$ cat src/sv/psev_pkg.sv
// ----------------------------------------------------------------------------
// psev_pkg: shared types and constants of the postfix stack evaluator
// Character codes, status and fatal codes, and the stack request type.
// ----------------------------------------------------------------------------
package psev_pkg;

    localparam int WORD_W   = 32;
    localparam int CHAR_W   = 8;
    localparam int STATUS_W = 3;

    localparam logic [CHAR_W-1:0] CH_ZERO  = 8'h30;
    localparam logic [CHAR_W-1:0] CH_NINE  = 8'h39;
    localparam logic [CHAR_W-1:0] CH_PLUS  = 8'h2B;
    localparam logic [CHAR_W-1:0] CH_MINUS = 8'h2D;
    localparam logic [CHAR_W-1:0] CH_MUL   = 8'h2A;
    localparam logic [CHAR_W-1:0] CH_DIV   = 8'h2F;

    typedef enum logic [STATUS_W-1:0] {
        ST_OK      = 3'd0,
        ST_DIV0    = 3'd1,
        ST_UNKNOWN = 3'd2,
        ST_UNDER   = 3'd3,
        ST_OVER    = 3'd4
    } t_status;

    typedef enum logic [1:0] {
        FATAL_NONE    = 2'd0,
        FATAL_DIV0    = 2'd1,
        FATAL_UNKNOWN = 2'd2
    } t_fatal;

    typedef enum logic [1:0] {
        STK_HOLD = 2'd0,
        STK_PUSH = 2'd1,
        STK_POP  = 2'd2
    } t_stk_op;

    typedef struct packed {
        t_stk_op           op;
        logic [WORD_W-1:0] data;
    } t_stk_req;

endpackage

$ cat src/sv/psev_if.sv
// ----------------------------------------------------------------------------
// psev_if: request channels of the postfix stack evaluator
// Character channel into the block and result channel out of it.
// ----------------------------------------------------------------------------
interface psev_in_if import psev_pkg::*; ();
    logic              valid;
    logic              ready;
    logic [CHAR_W-1:0] char_code;
    logic              last_char;

    modport source(output valid, output char_code, output last_char, input ready);
    modport sink(input valid, input char_code, input last_char, output ready);
endinterface

interface psev_out_if import psev_pkg::*; ();
    logic                       valid;
    logic                       ready;
    logic signed [WORD_W-1:0]   value;
    logic        [STATUS_W-1:0] status;

    modport source(output valid, output value, output status, input ready);
    modport sink(input valid, input value, input status, output ready);
endinterface

$ cat src/sv/psev_cell.sv
// ----------------------------------------------------------------------------
// psev_cell: one word of the operand stack chain
// Take the word above on push, the word below on pop, hold otherwise.
// ----------------------------------------------------------------------------
module psev_cell import psev_pkg::*; (
    input  logic              i_clk,
    input  t_stk_op           i_op,
    input  logic [WORD_W-1:0] i_above,
    input  logic [WORD_W-1:0] i_below,
    output logic [WORD_W-1:0] o_word
);

    logic [WORD_W-1:0] r_word;

    always_ff @(posedge i_clk) begin
        case (i_op)
            STK_PUSH: r_word <= i_above;
            STK_POP:  r_word <= i_below;
            default:  r_word <= r_word;
        endcase
    end

    assign o_word = r_word;

endmodule

$ cat src/sv/psev_stack.sv
// ----------------------------------------------------------------------------
// psev_stack: operand stack as a row of shifting cells
// Cell 0 is the top; a push shifts down, a pop shifts up.
// ----------------------------------------------------------------------------
module psev_stack import psev_pkg::*; #(
    parameter int DEPTH = 16
) (
    input  logic              i_clk,
    input  t_stk_req          i_req,
    output logic [WORD_W-1:0] o_top
);

    logic [WORD_W-1:0] w_word [DEPTH];

    for (genvar g = 0; g < DEPTH; g++) begin : g_cell
        logic [WORD_W-1:0] w_above;
        logic [WORD_W-1:0] w_below;

        if (g == 0) begin : g_first
            assign w_above = i_req.data;
        end else begin : g_mid
            assign w_above = w_word[g-1];
        end

        // the bottom cell has no neighbor below; its word is dead after a pop
        if (g == DEPTH - 1) begin : g_last
            assign w_below = w_word[g];
        end else begin : g_inner
            assign w_below = w_word[g+1];
        end

        psev_cell u_cell (
            .i_clk   (i_clk),
            .i_op    (i_req.op),
            .i_above (w_above),
            .i_below (w_below),
            .o_word  (w_word[g])
        );
    end

    assign o_top = w_word[0];

endmodule

$ cat src/sv/psev_div.sv
// ----------------------------------------------------------------------------
// psev_div: unsigned restoring divider
// One quotient bit per cycle; done pulses when the quotient is final.
// ----------------------------------------------------------------------------
module psev_div import psev_pkg::*; (
    input  logic              i_clk,
    input  logic              i_rst_n,
    input  logic              i_start,
    input  logic [WORD_W-1:0] i_dividend,
    input  logic [WORD_W-1:0] i_divisor,
    output logic              o_done,
    output logic [WORD_W-1:0] o_quotient
);

    localparam int CNT_W = $clog2(WORD_W + 1);

    logic [CNT_W-1:0]  r_cnt;
    logic              r_done;
    logic [WORD_W-1:0] r_rem;
    logic [WORD_W-1:0] r_quo;
    logic [WORD_W-1:0] r_dvs;
    logic [WORD_W+1:0] w_diff;

    // shifted partial remainder minus divisor; top bit is the borrow
    assign w_diff = {1'b0, r_rem, r_quo[WORD_W-1]} - {2'b00, r_dvs};

    always_ff @(posedge i_clk) begin
        if (!i_rst_n) begin
            r_cnt  <= '0;
            r_done <= 1'b0;
        end else begin
            r_done <= 1'b0;
            if (i_start) begin
                r_cnt <= CNT_W'(WORD_W);
            end else if (r_cnt != '0) begin
                r_cnt <= r_cnt - CNT_W'(1);
                if (r_cnt == CNT_W'(1)) begin
                    r_done <= 1'b1;
                end
            end
        end
    end

    always_ff @(posedge i_clk) begin
        if (i_start) begin
            r_rem <= '0;
            r_quo <= i_dividend;
            r_dvs <= i_divisor;
        end else if (r_cnt != '0) begin
            if (!w_diff[WORD_W+1]) begin
                r_rem <= w_diff[WORD_W-1:0];
                r_quo <= {r_quo[WORD_W-2:0], 1'b1};
            end else begin
                r_rem <= {r_rem[WORD_W-2:0], r_quo[WORD_W-1]};
                r_quo <= {r_quo[WORD_W-2:0], 1'b0};
            end
        end
    end

    assign o_done     = r_done;
    assign o_quotient = r_quo;

endmodule

$ cat src/sv/postfix_stack_evaluator.sv
// ----------------------------------------------------------------------------
// postfix_stack_evaluator: postfix expression evaluator on an operand stack
// Evaluates one character per request; the last one yields value and status.
// ----------------------------------------------------------------------------
//  channel | port  | direction | payload
//  --------+-------+-----------+------------------------------------------
//  char    | i_in  | in        | char_code[7:0], last_char
//  result  | o_out | out       | value[31:0] signed, status[2:0]
//
//  One character at a time, accepted in idle: a digit or any character after a
//  fatal error runs execute and post; an operator also pops the left operand
//  and operates, pushing unless it errs; / waits on the 32 one-bit divider steps.
//  Reset is synchronous and clears count, flags and control; stack words are
//  never cleared. A result waiting in the output register does not block the
//  next character; only a second last character waits until it is taken.
// ----------------------------------------------------------------------------
module postfix_stack_evaluator import psev_pkg::*; #(
    parameter int STACK_DEPTH = 16
) (
    input  logic       i_clk,
    input  logic       i_rst_n,
    psev_in_if.sink    i_in,
    psev_out_if.source o_out
);

    localparam int CNT_W = $clog2(STACK_DEPTH + 1);

    typedef enum logic [2:0] {
        S_IDLE,
        S_EXEC,
        S_POP_L,
        S_OP,
        S_DIV,
        S_PUSH,
        S_POST
    } t_state;

    t_state            r_state,  n_state;
    logic [CHAR_W-1:0] r_char,   n_char;
    logic              r_last,   n_last;
    logic [CNT_W-1:0]  r_count,  n_count;
    t_fatal            r_fatal,  n_fatal;
    logic              r_under,  n_under;
    logic              r_over,   n_over;
    logic [WORD_W-1:0] r_rhs,    n_rhs;
    logic [WORD_W-1:0] r_lhs,    n_lhs;
    logic [WORD_W-1:0] r_res,    n_res;
    logic              r_neg,    n_neg;
    logic              r_out_valid, n_out_valid;
    logic [WORD_W-1:0] r_out_value, n_out_value;
    t_status           r_out_status, n_out_status;

    t_stk_req          w_stk_req;
    logic [WORD_W-1:0] w_top;
    logic              w_empty;
    logic              w_full;
    logic              w_digit;
    logic              w_div_start;
    logic              w_div_done;
    logic [WORD_W-1:0] w_quotient;
    logic [WORD_W-1:0] w_lhs_mag;
    logic [WORD_W-1:0] w_rhs_mag;

    assign w_empty = (r_count == '0);
    assign w_full  = (r_count == CNT_W'(STACK_DEPTH));
    assign w_digit = (r_char >= CH_ZERO) && (r_char <= CH_NINE);

    // operand magnitudes for the unsigned divider
    assign w_lhs_mag = r_lhs[WORD_W-1] ? (WORD_W'(0) - r_lhs) : r_lhs;
    assign w_rhs_mag = r_rhs[WORD_W-1] ? (WORD_W'(0) - r_rhs) : r_rhs;

    always_comb begin
        n_state      = r_state;
        n_char       = r_char;
        n_last       = r_last;
        n_count      = r_count;
        n_fatal      = r_fatal;
        n_under      = r_under;
        n_over       = r_over;
        n_rhs        = r_rhs;
        n_lhs        = r_lhs;
        n_res        = r_res;
        n_neg        = r_neg;
        n_out_value  = r_out_value;
        n_out_status = r_out_status;
        w_stk_req    = '{op: STK_HOLD, data: r_res};
        w_div_start  = 1'b0;

        // drop the result once the sink takes it
        n_out_valid = r_out_valid && !o_out.ready;

        unique case (r_state)
            S_IDLE: begin
                if (i_in.valid) begin
                    n_char  = i_in.char_code;
                    n_last  = i_in.last_char;
                    n_state = S_EXEC;
                end
            end

            S_EXEC: begin
                if (r_fatal != FATAL_NONE) begin
                    // ignore everything after a fatal error
                    n_state = S_POST;
                end else if (w_digit) begin
                    // the low nibble of an ASCII digit is its value
                    if (w_full) begin
                        n_over = 1'b1;
                    end else begin
                        w_stk_req = '{op: STK_PUSH, data: WORD_W'(r_char[3:0])};
                        n_count   = r_count + CNT_W'(1);
                    end
                    n_state = S_POST;
                end else begin
                    // pop the right operand; both pops happen before decode
                    if (w_empty) begin
                        n_rhs   = '1;
                        n_under = 1'b1;
                    end else begin
                        n_rhs        = w_top;
                        w_stk_req.op = STK_POP;
                        n_count      = r_count - CNT_W'(1);
                    end
                    n_state = S_POP_L;
                end
            end

            S_POP_L: begin
                if (w_empty) begin
                    n_lhs   = '1;
                    n_under = 1'b1;
                end else begin
                    n_lhs        = w_top;
                    w_stk_req.op = STK_POP;
                    n_count      = r_count - CNT_W'(1);
                end
                n_state = S_OP;
            end

            S_OP: begin
                unique case (r_char)
                    CH_PLUS: begin
                        n_res   = r_lhs + r_rhs;
                        n_state = S_PUSH;
                    end
                    CH_MINUS: begin
                        n_res   = r_lhs - r_rhs;
                        n_state = S_PUSH;
                    end
                    CH_MUL: begin
                        n_res   = WORD_W'(r_lhs * r_rhs);
                        n_state = S_PUSH;
                    end
                    CH_DIV: begin
                        if (r_rhs == '0) begin
                            n_fatal = FATAL_DIV0;
                            n_state = S_POST;
                        end else begin
                            w_div_start = 1'b1;
                            n_neg       = r_lhs[WORD_W-1] ^ r_rhs[WORD_W-1];
                            n_state     = S_DIV;
                        end
                    end
                    default: begin
                        n_fatal = FATAL_UNKNOWN;
                        n_state = S_POST;
                    end
                endcase
            end

            S_DIV: begin
                // truncate toward zero: negate the magnitude quotient
                if (w_div_done) begin
                    n_res   = r_neg ? (WORD_W'(0) - w_quotient) : w_quotient;
                    n_state = S_PUSH;
                end
            end

            S_PUSH: begin
                if (w_full) begin
                    n_over = 1'b1;
                end else begin
                    w_stk_req = '{op: STK_PUSH, data: r_res};
                    n_count   = r_count + CNT_W'(1);
                end
                n_state = S_POST;
            end

            S_POST: begin
                if (!r_last) begin
                    n_state = S_IDLE;
                end else if (!r_out_valid || o_out.ready) begin
                    // take the top as the final value, report, then clear the evaluator
                    n_out_valid = 1'b1;
                    if (r_fatal != FATAL_NONE) begin
                        n_out_value  = '1;
                        n_out_status = t_status'({1'b0, r_fatal});
                    end else begin
                        n_out_value = w_empty ? '1 : w_top;
                        if (r_under || w_empty) begin
                            n_out_status = ST_UNDER;
                        end else if (r_over) begin
                            n_out_status = ST_OVER;
                        end else begin
                            n_out_status = ST_OK;
                        end
                    end
                    n_count = '0;
                    n_fatal = FATAL_NONE;
                    n_under = 1'b0;
                    n_over  = 1'b0;
                    n_state = S_IDLE;
                end
            end

            default: n_state = S_IDLE;
        endcase
    end

    always_ff @(posedge i_clk) begin
        if (!i_rst_n) begin
            r_state     <= S_IDLE;
            r_count     <= '0;
            r_fatal     <= FATAL_NONE;
            r_under     <= 1'b0;
            r_over      <= 1'b0;
            r_out_valid <= 1'b0;
        end else begin
            r_state     <= n_state;
            r_count     <= n_count;
            r_fatal     <= n_fatal;
            r_under     <= n_under;
            r_over      <= n_over;
            r_out_valid <= n_out_valid;
        end
        r_char       <= n_char;
        r_last       <= n_last;
        r_rhs        <= n_rhs;
        r_lhs        <= n_lhs;
        r_res        <= n_res;
        r_neg        <= n_neg;
        r_out_value  <= n_out_value;
        r_out_status <= n_out_status;
    end

    psev_stack #(
        .DEPTH (STACK_DEPTH)
    ) u_stack (
        .i_clk (i_clk),
        .i_req (w_stk_req),
        .o_top (w_top)
    );

    psev_div u_div (
        .i_clk      (i_clk),
        .i_rst_n    (i_rst_n),
        .i_start    (w_div_start),
        .i_dividend (w_lhs_mag),
        .i_divisor  (w_rhs_mag),
        .o_done     (w_div_done),
        .o_quotient (w_quotient)
    );

    assign i_in.ready   = (r_state == S_IDLE);
    assign o_out.valid  = r_out_valid;
    assign o_out.value  = r_out_value;
    assign o_out.status = r_out_status;

endmodule

$ cat src/flat_wrapper.sv
// flat-port wrapper written by rule: the top's interface ports become plain ports
module postfix_stack_evaluator_flat import psev_pkg::*;
#(
    parameter int STACK_DEPTH = 16
)
  (i_clk, i_rst_n, i_in_valid, i_in_char_code, i_in_last_char, i_in_ready, o_out_valid, o_out_value, o_out_status, o_out_ready);
  psev_in_if i_in_i ();
  psev_out_if o_out_i ();
  input  logic i_clk;
  input  logic i_rst_n;
  input wire logic [$bits(i_in_i.valid)-1:0] i_in_valid;
  input wire logic [$bits(i_in_i.char_code)-1:0] i_in_char_code;
  input wire logic [$bits(i_in_i.last_char)-1:0] i_in_last_char;
  output wire logic [$bits(i_in_i.ready)-1:0] i_in_ready;
  output wire logic [$bits(o_out_i.valid)-1:0] o_out_valid;
  output wire logic [$bits(o_out_i.value)-1:0] o_out_value;
  output wire logic [$bits(o_out_i.status)-1:0] o_out_status;
  input wire logic [$bits(o_out_i.ready)-1:0] o_out_ready;
  assign i_in_i.valid = i_in_valid;
  assign i_in_i.char_code = i_in_char_code;
  assign i_in_i.last_char = i_in_last_char;
  assign i_in_ready = i_in_i.ready;
  assign o_out_valid = o_out_i.valid;
  assign o_out_value = o_out_i.value;
  assign o_out_status = o_out_i.status;
  assign o_out_i.ready = o_out_ready;
  postfix_stack_evaluator #(.STACK_DEPTH(STACK_DEPTH)) u_core (.i_clk(i_clk), .i_rst_n(i_rst_n), .i_in(i_in_i), .o_out(o_out_i));
endmodule
$ cat config.mk
export PLATFORM = sky130hd
export DESIGN_NAME = postfix_stack_evaluator_flat
export DESIGN_NICKNAME = d
export VERILOG_FILES = /design/src/sv/psev_pkg.sv /design/src/sv/psev_if.sv /design/src/sv/psev_cell.sv /design/src/sv/psev_stack.sv /design/src/sv/psev_div.sv /design/src/sv/postfix_stack_evaluator.sv /design/src/flat_wrapper.sv
export SDC_FILE = /design/constraint.sdc
export NUM_CORES = 2
export LEC_CHECK = 0
export BUFFER_PORTS_ARGS = -buffer_cell sky130_fd_sc_hd__buf_2
export CAP_MARGIN = 20
export CORE_MARGIN = 10
export CORE_UTILIZATION = 50
export CTS_CLUSTER_DIAMETER = 80
export DETAILED_ROUTE_END_ITERATION = 10
export PLACE_DENSITY = 0.65
export RECOVER_POWER = 50
export SLEW_MARGIN = 20
export SYNTH_ARGS = -nofsm -noshare
export SYNTH_HDL_FRONTEND = slang
export SYNTH_SLANG_ARGS = --single-unit
$ cat constraint.sdc
create_clock -name i_clk -period 25.6 [get_ports i_clk]
set_input_delay 2.56 -clock i_clk [delete_from_list [all_inputs] [get_ports i_clk]]
set_output_delay 2.56 -clock i_clk [all_outputs]
set_load 0.01 [all_outputs]
# == After elaboration in Yosys (flattened, before gate mapping) ==
# Cells that the tools add are included.
# op_classes
n_lt_le_gt_ge,2
bitwise_logic,6
n_mux,77
n_addsub,9
multipliers,1
n_reduce_logical,32
eq_ne,25
# ops
cell,count
$pmux 32 s2,17
$mux 32,8
$pmux 32 s3,1
$sub 1x32->32 const A,3
$mux 33,2
$mux 34,1
$sub 33x32->34,1
$add 32x32->32,1
$eq 8x6->1 const B,4
$logic_not 32->1,1
$mul 32x32->32,1
$sub 32x32->32,1
$mux 31,1
$mux 5,6
$mux 3,7
$pmux 3 s7,1
$pmux 5 s4,1
$mux 1,16
$mux 2,8
$reduce_and 3->1,5
$reduce_and 5->1,3
$mux 6,2
$ne 2x2->1 const B,5
$reduce_bool 2->1,5
34 further kinds,51
# word_totals
inputBits,13
ff_bits,769
out_inout_bits,37
elab_cells,190

# == Depth between registers and ports, before layout ==
# logic_depth
word_depth,7
depth_mapped,29
mapped_depth_nobuf,26

# == By module ==
# Synthesis repeated with hierarchy kept, for this count alone.
# hier_totals
cells_unflattened,4549
hier_area_um2,56437.9
# by_module_without_submodules
module,area_per_inst_um2,cells_each,seq_area_each_um2,n_inst
postfix_stack_evaluator,26068.8,2821,4494.3,1
psev_cell,1525.2,71,960.9,16
psev_div,5965.7,592,2702.6,1

# == Worst setup path before layout ==
# Ideal clock, no wire load.
# synth_timing
path_type,flip-flop to flip-flop
startpoint,reg u_core.r_state[1]
endpoint,reg u_core.u_stack.g_cell[0].u_cell.r_word[0] (enable)
n_path_buf,1
path_slack_ns,11.569
path_stages_with_launch,6
synth_period_minus_slack_ns,14.031
arrival_ns,13.202
required_time_ns,24.771
setup_time_ns,0.829
cell_sequence,dfxtp_1 -> clkbuf_1 -> nor3b_1 -> o21ai_0 -> ha_1 -> inv_1
# synth_via
elab_chain_cells,4
elab_cells_between_ends,7
classes_between,eq/ne (5); mux (1); reduce/logical (1)
# synth_rtl
item,line_no,rtl
start: declaration,postfix_stack_evaluator.sv:38,"t_state r_state, n_state;"
start signal: assignment,postfix_stack_evaluator.sv:229,r_state <= n_state;
"$eq 3x3->1, or another cell as far along",postfix_stack_evaluator.sv:92,unique case (r_state)
$pmux 2 s3 (*),postfix_stack_evaluator.sv:92,
$eq 2x1->1 / $eq 2x2->1 (equally long branches),-,
$reduce_bool 2->1 (no source line) (*),-,
end signal: assignment,psev_cell.sv:17,STK_PUSH: r_word <= i_above;
end signal: assignment,psev_cell.sv:18,STK_POP: r_word <= i_below;
end signal: assignment,psev_cell.sv:19,default: r_word <= r_word;
end: declaration,psev_cell.sv:13,logic [WORD_W-1:0] r_word;
# Every way passes the cells marked *; elsewhere a longest branch is shown, timed or not.
# A chain may end at the register's enable or synchronous reset.

# == Worst setup path in the final report ==
# layout_timing
startpoint,reg u_core.r_char[2]
endpoint,reg u_core.u_stack.g_cell[1].u_cell.r_word[10] (enable)
# layout_via
elab_chain_cells,7
elab_cells_between_ends,9
classes_between,order compare (2); eq/ne (2); mux (3); reduce/logical (2)
# layout_rtl
item,line_no,rtl
start: declaration,postfix_stack_evaluator.sv:39,"logic [CHAR_W-1:0] r_char, n_char;"
start signal: assignment,postfix_stack_evaluator.sv:236,r_char <= n_char;
$ge 8x6->1 / $le 8x6->1 (equally long branches),postfix_stack_evaluator.sv:66,assign w_digit = (r_char >= CH_ZERO) && (r_char <= CH_NINE);
$logic_and 1x1->1 (*),postfix_stack_evaluator.sv:66,
$mux 2 (*),postfix_stack_evaluator.sv:105,end else if (w_digit) begin
$mux 34 (*),postfix_stack_evaluator.sv:102,if (r_fatal != FATAL_NONE) begin
$pmux 2 s3 (*),postfix_stack_evaluator.sv:92,
$eq 2x1->1 / $eq 2x2->1 (equally long branches),-,
$reduce_bool 2->1 (no source line) (*),-,
end signal: assignment,psev_cell.sv:17,
end signal: assignment,psev_cell.sv:18,
end signal: assignment,psev_cell.sv:19,
end: declaration,psev_cell.sv:13,
# Marked as above.

==> qor.txt <==
drt total wl -> 122,000 um
Synth Flop Type -> edfxtp_1
post-route antenna net violation count -> 0
Reg2Reg Setup Slack -> 10,470 ps
Max-cap violations -> 18
vias -> 32,800
Yosys warning total -> 0
post-layout min period -> 15,130 ps
status -> complete, but fails checks
DR pass1 iterations -> 7
post-synthesis instance area -> 52,600 um^2
Hold Crit Class -> flop to flop
DRC Markers -> 0
slowest stage cell, crit path -> clkbuf_1
DRT iter0 DRCs -> 2,526
Die Height -> 344 um
final setup fails -> 0
worst r2r path cells -> 8
top achievable clock speed -> 66.1 MHz
Crit. End Element -> flop
DR WL/cell -> 20.7 um
register area share after synthesis -> 0.429
cell depth of the worst hold path -> 0
period utilisation layout -> 0.591
synth top area cells -> edfxtp_1 41%, fa_1 16%, mux2_2 9.6%, ha_1 4.7%, and2_1 3.8%
CP Class -> flop to flop
cells along the critical path -> o21ai_0 -> and3_1 -> nor2_4 -> clkbuf_1 -> o21ai_0 -> ha_1 -> clkinvlp_2 -> clkbuf_1
vias in the first global route -> 33,800
worst relative slew slack -> -5.27
gpl congestion -> 0.941
clock root buffer -> clkbuf_16
Worst-Skew Late Latency -> 670 ps
EDFF count, synth -> 717
largest net degree at the start of global routing -> 202
worst-case clock buffer depth -> 3
CP Max Fanout -> 190
Congestion Overflow GR -> 0
Min-Delay Endpoint -> u_core.u_stack.g_cell[15].u_cell.o_word[17]$_DFFE_PN_
Core Area -> 104,000 um^2
Util after Layout -> 0.545
number of CTS-inserted buffers -> 80
reg-to-reg critical path startpoint -> u_core.r_char[2]$_DFFE_PP_
die width -> 344 um
Port Buffers -> 49
post-synth top area share -> 0.409
TritonCTS Sinks -> 769
Slew @ Worst Pin -> 9400 ps
fin cells -> 5,884
NumNets Final -> 5,062
syn_nets -> 5,113
Syn Inst Count -> 4,494
Cell Rows -> 118
Area growth, synth to finish -> 7.60%
Netlist cell types -> 74
clock skew -> 57.4 ps
most common cell in the netlist -> edfxtp_1
post-CTS setup buffers -> 0
final hold vios -> 0
H-tree depth -> 3
Worst EP arrival -> 15,120 ps
diode count -> 0
CTS tree -> yes
post_cts resized -> 0
Max stage delay on crit path -> 6860 ps
ys async rst share -> 0
Die ar. -> 119,000 um^2
Synth top cells by count -> 717 x edfxtp_1, 448 x mux2_2, 439 x inv_1
clock transition at the registers of the reported paths -> 60 ps
post-synth top area cell -> edfxtp_1
count of final max-slew check failures -> 1,050
setup_tns -> 0 ps
Final HPWL DP -> 85,100 um
vias per cell -> 5.58
crit start category -> flop
Post-CTS Hold Buffers -> 0
layout cell share with drive strength beyond 1 -> 0.149
Avg Inst Size Synth -> 11.7 um^2
initial antenna violation count -> 4
Yosys reg bits -> 769
I/O Pins -> 50
failing checks -> max-capacitance violations, max-slew violations
reg2reg end -> u_core.u_stack.g_cell[1].u_cell.o_word[10]$_DFFE_PP_
first-pass GRT wire length -> 194,000 um
DP Cell Count -> 5,741
gr usage total -> 0.207
Initial Util -> 0.506
Critical Path RT -> 25,580 ps
HP Start -> u_core.u_stack.g_cell[14].u_cell.o_word[17]$_DFFE_PP_
RSZ-0062 raised after global routing -> no
## sequential cells by signal, summed over array words and instances, names as in the netlist
name / cells
u_core.u_div.r_dvs: 32
u_core.r_neg: 1
u_core.r_fatal: 2
u_core.r_char: 8
u_core.o_out.valid: 1
u_core.r_last: 1
u_core.u_div.o_quotient: 32
u_core.u_stack.g_cell.u_cell.o_word: 512
u_core.r_res: 32
u_core.r_over: 1
u_core.r_count: 5
u_core.u_div.r_cnt: 6
u_core.r_lhs: 32
u_core.r_rhs: 32
u_core.u_div.o_done: 1
u_core.r_under: 1
u_core.o_out.status: 3
u_core.u_div.r_rem: 32
u_core.r_state: 3
u_core.o_out.value: 32
## layout make-up
cell class / instances / area (um^2)
fillers: 8903 / 47300
multi-input cells: 3027 / 27400
flip-flops and latches: 769 / 22600
clock buffers: 96 / 2070
well taps: 1380 / 1730
inverters: 439 / 1650
repair buffers: 126 / 716
clock inverters: 47 / 474
## cell families after synthesis
group	Yosys count	share of synthesized area
and+or+nand+nor	1186	0.114
DFF	769	0.429
buffers and inverters	698	0.0503
adders and majority gates	606	0.203
AOI/OAI and AO/OA	498	0.0596
muxes	479	0.102
xor gates and xnor gates	258	0.0429
## layout by cell type, fill, tap and decap left out, types with 25 or more instances in the layout
master and instances:
a211oi_1 49, a21o_1 25, a21oi_1 128, and2_1 315, buf_4 60, clkbuf_1 79
clkbuf_16 80, dfxtp_1 52, edfxtp_1 717, fa_1 410, ha_1 196, inv_1 438
mux2_2 448, mux2i_1 31, nand2_1 430, nand2b_1 55, nand3_1 35, nor2_1 147
nor3_1 28, o21ai_0 141, o31ai_1 34, or2_2 38, or3_1 27, xnor2_1 138
xor2_1 120
## metal layers
layer  up-vias  share of wire  track usage
met5         -        0.00011            0
met4         2          0.032       0.0657
met3       240          0.061       0.0345
met2       915           0.45        0.324
met1     16500           0.45        0.293
li1      15200              -            -
## worst max-delay path: cells and delay by family, from the launching register on
family | cells | cell delay (ps)
adders and majority gates | 1 | 410
and+or+nand+nor | 2 | 450
buffers and inverters | 3 | 12140
DFF | 1 | 590
AOI/OAI and AO/OA | 2 | 500
## worst max path at each step
stage / start / to / slack (ps) / depth (start not counted)
CTS: u_core.r_rhs[2]$_DFFE_PP_ / u_core.r_res[28]$_DFFE_PP_ / 17630 / 24
floorplan: u_core.r_state[1]$_SDFFE_PN0P_ / u_core.u_stack.g_cell[0].u_cell.o_word[0]$_DFFE_PP_ / 11570 / 5
detailed placement: u_core.r_rhs[2]$_DFFE_PP_ / u_core.r_res[28]$_DFFE_PP_ / 17720 / 24
finish: u_core.r_char[2]$_DFFE_PP_ / u_core.u_stack.g_cell[1].u_cell.o_word[10]$_DFFE_PP_ / 10470 / 8
global placement: u_core.r_rhs[2]$_DFFE_PP_ / u_core.r_res[28]$_DFFE_PP_ / 17780 / 24
global route: u_core.r_char[2]$_DFFE_PP_ / u_core.u_stack.g_cell[10].u_cell.o_word[6]$_DFFE_PP_ / 8920 / 8
## metrics by stage
stage	hold slack [ps]	area, um^2	worst slack [ps]
after CTS	446	56800	17630
final	442	56600	10470
after global routing	460	56600	8920
after floorplan	420	52600	11570
after global placement	421	54300	17780
after detailed placement	429	54300	17720
Power is not shown: default switching activity piles up to over one toggle a cycle in this logic, so the estimate is an artifact.
